==> config.mk <==
export PLATFORM = sky130hd
export DESIGN_NAME = asidl_ram
export DESIGN_NICKNAME = d
export VERILOG_FILES = /design/src/asidl_ram.sv
export SDC_FILE = /design/constraint.sdc
export NUM_CORES = 2
export LEC_CHECK = 0
export CORE_MARGIN = 2
export CORE_UTILIZATION = 50
export DETAILED_ROUTE_END_ITERATION = 16
export DONT_BUFFER_PORTS = 1
export PLACE_DENSITY = 0.69
export RECOVER_POWER = 100
export SYNTH_ARGS = -nofsm -noshare
export SYNTH_HDL_FRONTEND = slang
export SYNTH_SLANG_ARGS = --single-unit
==> constraint.sdc <==
create_clock -name clk -period 12.98 [get_ports clk]
set_clock_uncertainty 0.1 [all_clocks]
set_input_delay 2.596 -clock clk [delete_from_list [all_inputs] [get_ports clk]]
set_output_delay 2.596 -clock clk [all_outputs]
set_load 0.02 [all_outputs]
==> src/asidl_ram.sv <==
// generic single-write, single-read ram with registered read data
module asidl_ram #(
    parameter int WIDTH = 32,
    parameter int DEPTH = 128
) (
    input  logic                     clk,
    input  logic                     wr_en,
    input  logic [$clog2(DEPTH)-1:0] wr_addr,
    input  logic [WIDTH-1:0]         wr_data,
    input  logic [$clog2(DEPTH)-1:0] rd_addr,
    output logic [WIDTH-1:0]         rd_data
);

    logic [WIDTH-1:0] mem [DEPTH];

    always_ff @(posedge clk) begin
        if (wr_en) begin
            mem[wr_addr] <= wr_data;
        end
        rd_data <= mem[rd_addr];
    end

endmodule

==> flow_metrics.py <==
metrics = {
    "outcome": {
        "status": "complete, but fails checks",
        "violations": "max-capacitance violations, max-slew violations",
    },
    "clocking": {
        "clk_latency_ns": 0.99,
        "cts_root_buffer": "clkbuf_16",
        "cts_max_level": 5,
        "ctsResizeCount": 0,
        "clock_path_buffers": 4,
        "cts_setup_buffers": 0,
        "cts_made_buffers": 404,
        "cts_tree": "built",
        "holdBufCountCts": 0,
        "clk_pin_slew_ns": 0.06,
        "cts_sinks": 4128,
    },
    "power": {
        "powerDensity_nw_per_um2": 157,
        "ir_drop_mv": 0.118,
        "intPower_mw": 21.9,
        "p_leak_nw": 52.7,
        "swShare": 0.204,
        "p_clk_frac": 0.425,
        "p_comb_frac": 0.037,
        "p_sw_mw": 5.61,
        "p_total_mw": 27.5,
        "seqPwrFrac": 0.538,
    },
    "placed_design": {
        "place_congestion": 0.794,
        "dp.final_hpwl_um": 192000,
        "placement.io_buffers": 0,
    },
    "timing": {
        "slew_viol_final": 4583,
        "grt_setup_unrepaired": "no",
        "tightest_slew_ns": 5.03,
        "fin_crit_ns": 9.57,
        "finalSetupViolations": 0,
        "relSlewSlack": -2.35,
        "fmax_mhz": 105,
        "setup_tns_ns": 0,
        "finalHoldViolCount": 0,
        "fin_crit_sh": 0.737,
    },
    "job": {
        "maxCapViolations": 152,
    },
    "finish": {
        "area_growth_pct": 12.1,
        "final_common_cell": "edfxtp_1",
        "fillCellCount": 22000,
        "final_cell_mix": "edfxtp_1, mux4_2, clkbuf_16, clkbuf_1, nor2_4",
        "drive_gt1_frac": 0.314,
        "final_nets": 6277,
    },
    "worst_hold_path": {
        "hold_depth": 4,
        "hold_class": "reg2reg",
        "hold_end": "rd_data[26]",
        "holdCritStartpoint": "mem[86][26]",
    },
    "global_routing": {
        "grt_pass1_vias": 70200,
        "overflow": 0,
        "grt_first_pass_wirelength_um": 555000,
        "grt_max_degree": 1025,
        "grt_antenna_before_repair": 43,
        "gr-usage-all-layers": 0.253,
    },
    "die": {
        "start_util": 0.502,
        "die_h_um": 563,
        "row_count": 205,
        "io_pins": 80,
        "die_area_sq_um": 317000,
        "coreArea_sq_um": 311000,
        "die_w_um": 563,
    },
    "drt": {
        "drtIter0Drc": 12600,
        "final_antenna_net_count": 0,
        "wl_per_cell_um": 37.4,
        "met3_length_um": 47900,
        "wl_met2_um": 191000,
        "via_per_inst": 6.56,
        "wl_um": 401000,
        "drc": 0,
        "wl_met1_um": 151000,
        "dr_total_vias": 70400,
        "dr.pass1.iters": 5,
        "top_layer": "met5",
    },
    "setup_path": {
        "path_class": "in2reg",
        "required_ns": 13.62,
        "critical_path.max_fanout": 256,
        "reg2reg_depth": 4,
        "reg2reg_to": "rd_data[2]",
        "cp_data_arrival_time_ns": 10.21,
        "crit_path_start_kind": "input port",
        "r2r_start": "mem[47][2]",
        "reg2reg_slack_ns": 10.10,
        "setup.worst_path.end_class": "flop",
    },
    "synthesis": {
        "ys_seq_area_frac": 0.791,
        "synth-seq-cells": 4128,
        "synth_area_per_cell_sq_um": 26.1,
        "syn-cell-area_sq_um": 156000,
        "synthCells": 5990,
        "synth_fp_nets": 6038,
        "ys_warn_count": 0,
        "ys_types": 17,
    },
}
registers in the layout (all words and copies together), names as in the netlist:
register,count
mem,4096
rd_data,32
power groups by stage:
stage / Sequential, mW / Clock (mW) / Combinational (mW)
floorplan: 15.0 / 0 / 0.710
global placement: 15.1 / 0 / 0.925
detailed placement: 15.1 / 0 / 0.930
CTS: 14.8 / 11.8 / 0.933
global route: 14.8 / 12.3 / 1.05
finish: 14.8 / 11.7 / 1.02
layer usage:
metal,vias up,global-route usage
li1,26900,-
met1,38500,0.365
met2,4381,0.397
met3,588,0.0530
met4,16,0.0725
met5,-,0
kinds of logic (layout without fill, tap and decap cells):
kind of cell,Yosys count,in the layout,share of synthesized area
buffers and inverters,316,889,0.00839
multiplexers,1376,1376,0.196
other,0,23,0
flip-flops,4128,4128,0.791
AND/OR/NAND/NOR,170,170,0.00446
area by class of cell:
class | instances | area (sq um) | share of cell area
flip-flops and latches | 4128 | 124000 | 0.706
clock inverters | 239 | 2640 | 0.0151
clock buffers | 501 | 10700 | 0.0609
well taps | 4140 | 5180 | 0.0296
multi-input cells | 1546 | 32100 | 0.183
diodes | 23 | 57.6 | 0.000329
repair buffers | 149 | 897 | 0.00512
worst max-delay path by stage:
stage | start | endpoint | slack (ns)
final | rd_addr[2] | rd_data[2] | 3.41
after CTS | rd_addr[0] | rd_data[24] | 6.79
after global placement | rd_addr[0] | rd_data[24] | 5.77
after detailed placement | rd_addr[0] | rd_data[24] | 5.74
after global routing | rd_addr[2] | rd_data[2] | 3.25
after floorplan | wr_en | mem[98][0] | 7.05
through the flow:
step           instance area, sq um  setup WS [ns]  utilization  hold slack (ns)  cells
2_1_floorplan                156000           7.05            -            0.974   5990
3_3_place_gp                 162000           5.77        0.521             1.01   9957
3_5_place_dp                 162000           5.74        0.521             1.00   9957
4_1_cts                      176000           6.79        0.564            0.993  10700
5_1_grt                      175000           3.25        0.562             1.02  10700
6_report                     175000           3.41        0.563             1.00  10700
critical path, cell delays in order:
cell and delay (ns):
buf_16 0.83, clkbuf_2 3.53, buf_16 0.43, mux4_2 0.44, mux4_2 0.55, mux4_2 0.62
mux2_1 0.49
cell usage after synthesis:
cell | n | area, sq um
mux2_2 | 32 | 360
nand2_1 | 14 | 52.6
nand2b_1 | 2 | 12.5
buf_4 | 3 | 22.5
mux4_2 | 1344 | 30300
or3_1 | 1 | 6.26
nand4_1 | 3 | 18.8
nor2_1 | 122 | 458
clkbuf_1 | 182 | 683
edfxtp_1 | 4096 | 123000
nand3_1 | 12 | 60.1
buf_1 | 50 | 188
dfxtp_1 | 32 | 641
buf_6 | 2 | 22.5
nor3_1 | 9 | 45.0
nor2b_1 | 7 | 43.8
buf_2 | 79 | 395
Note: power is estimated with default switching activity, not from simulation.
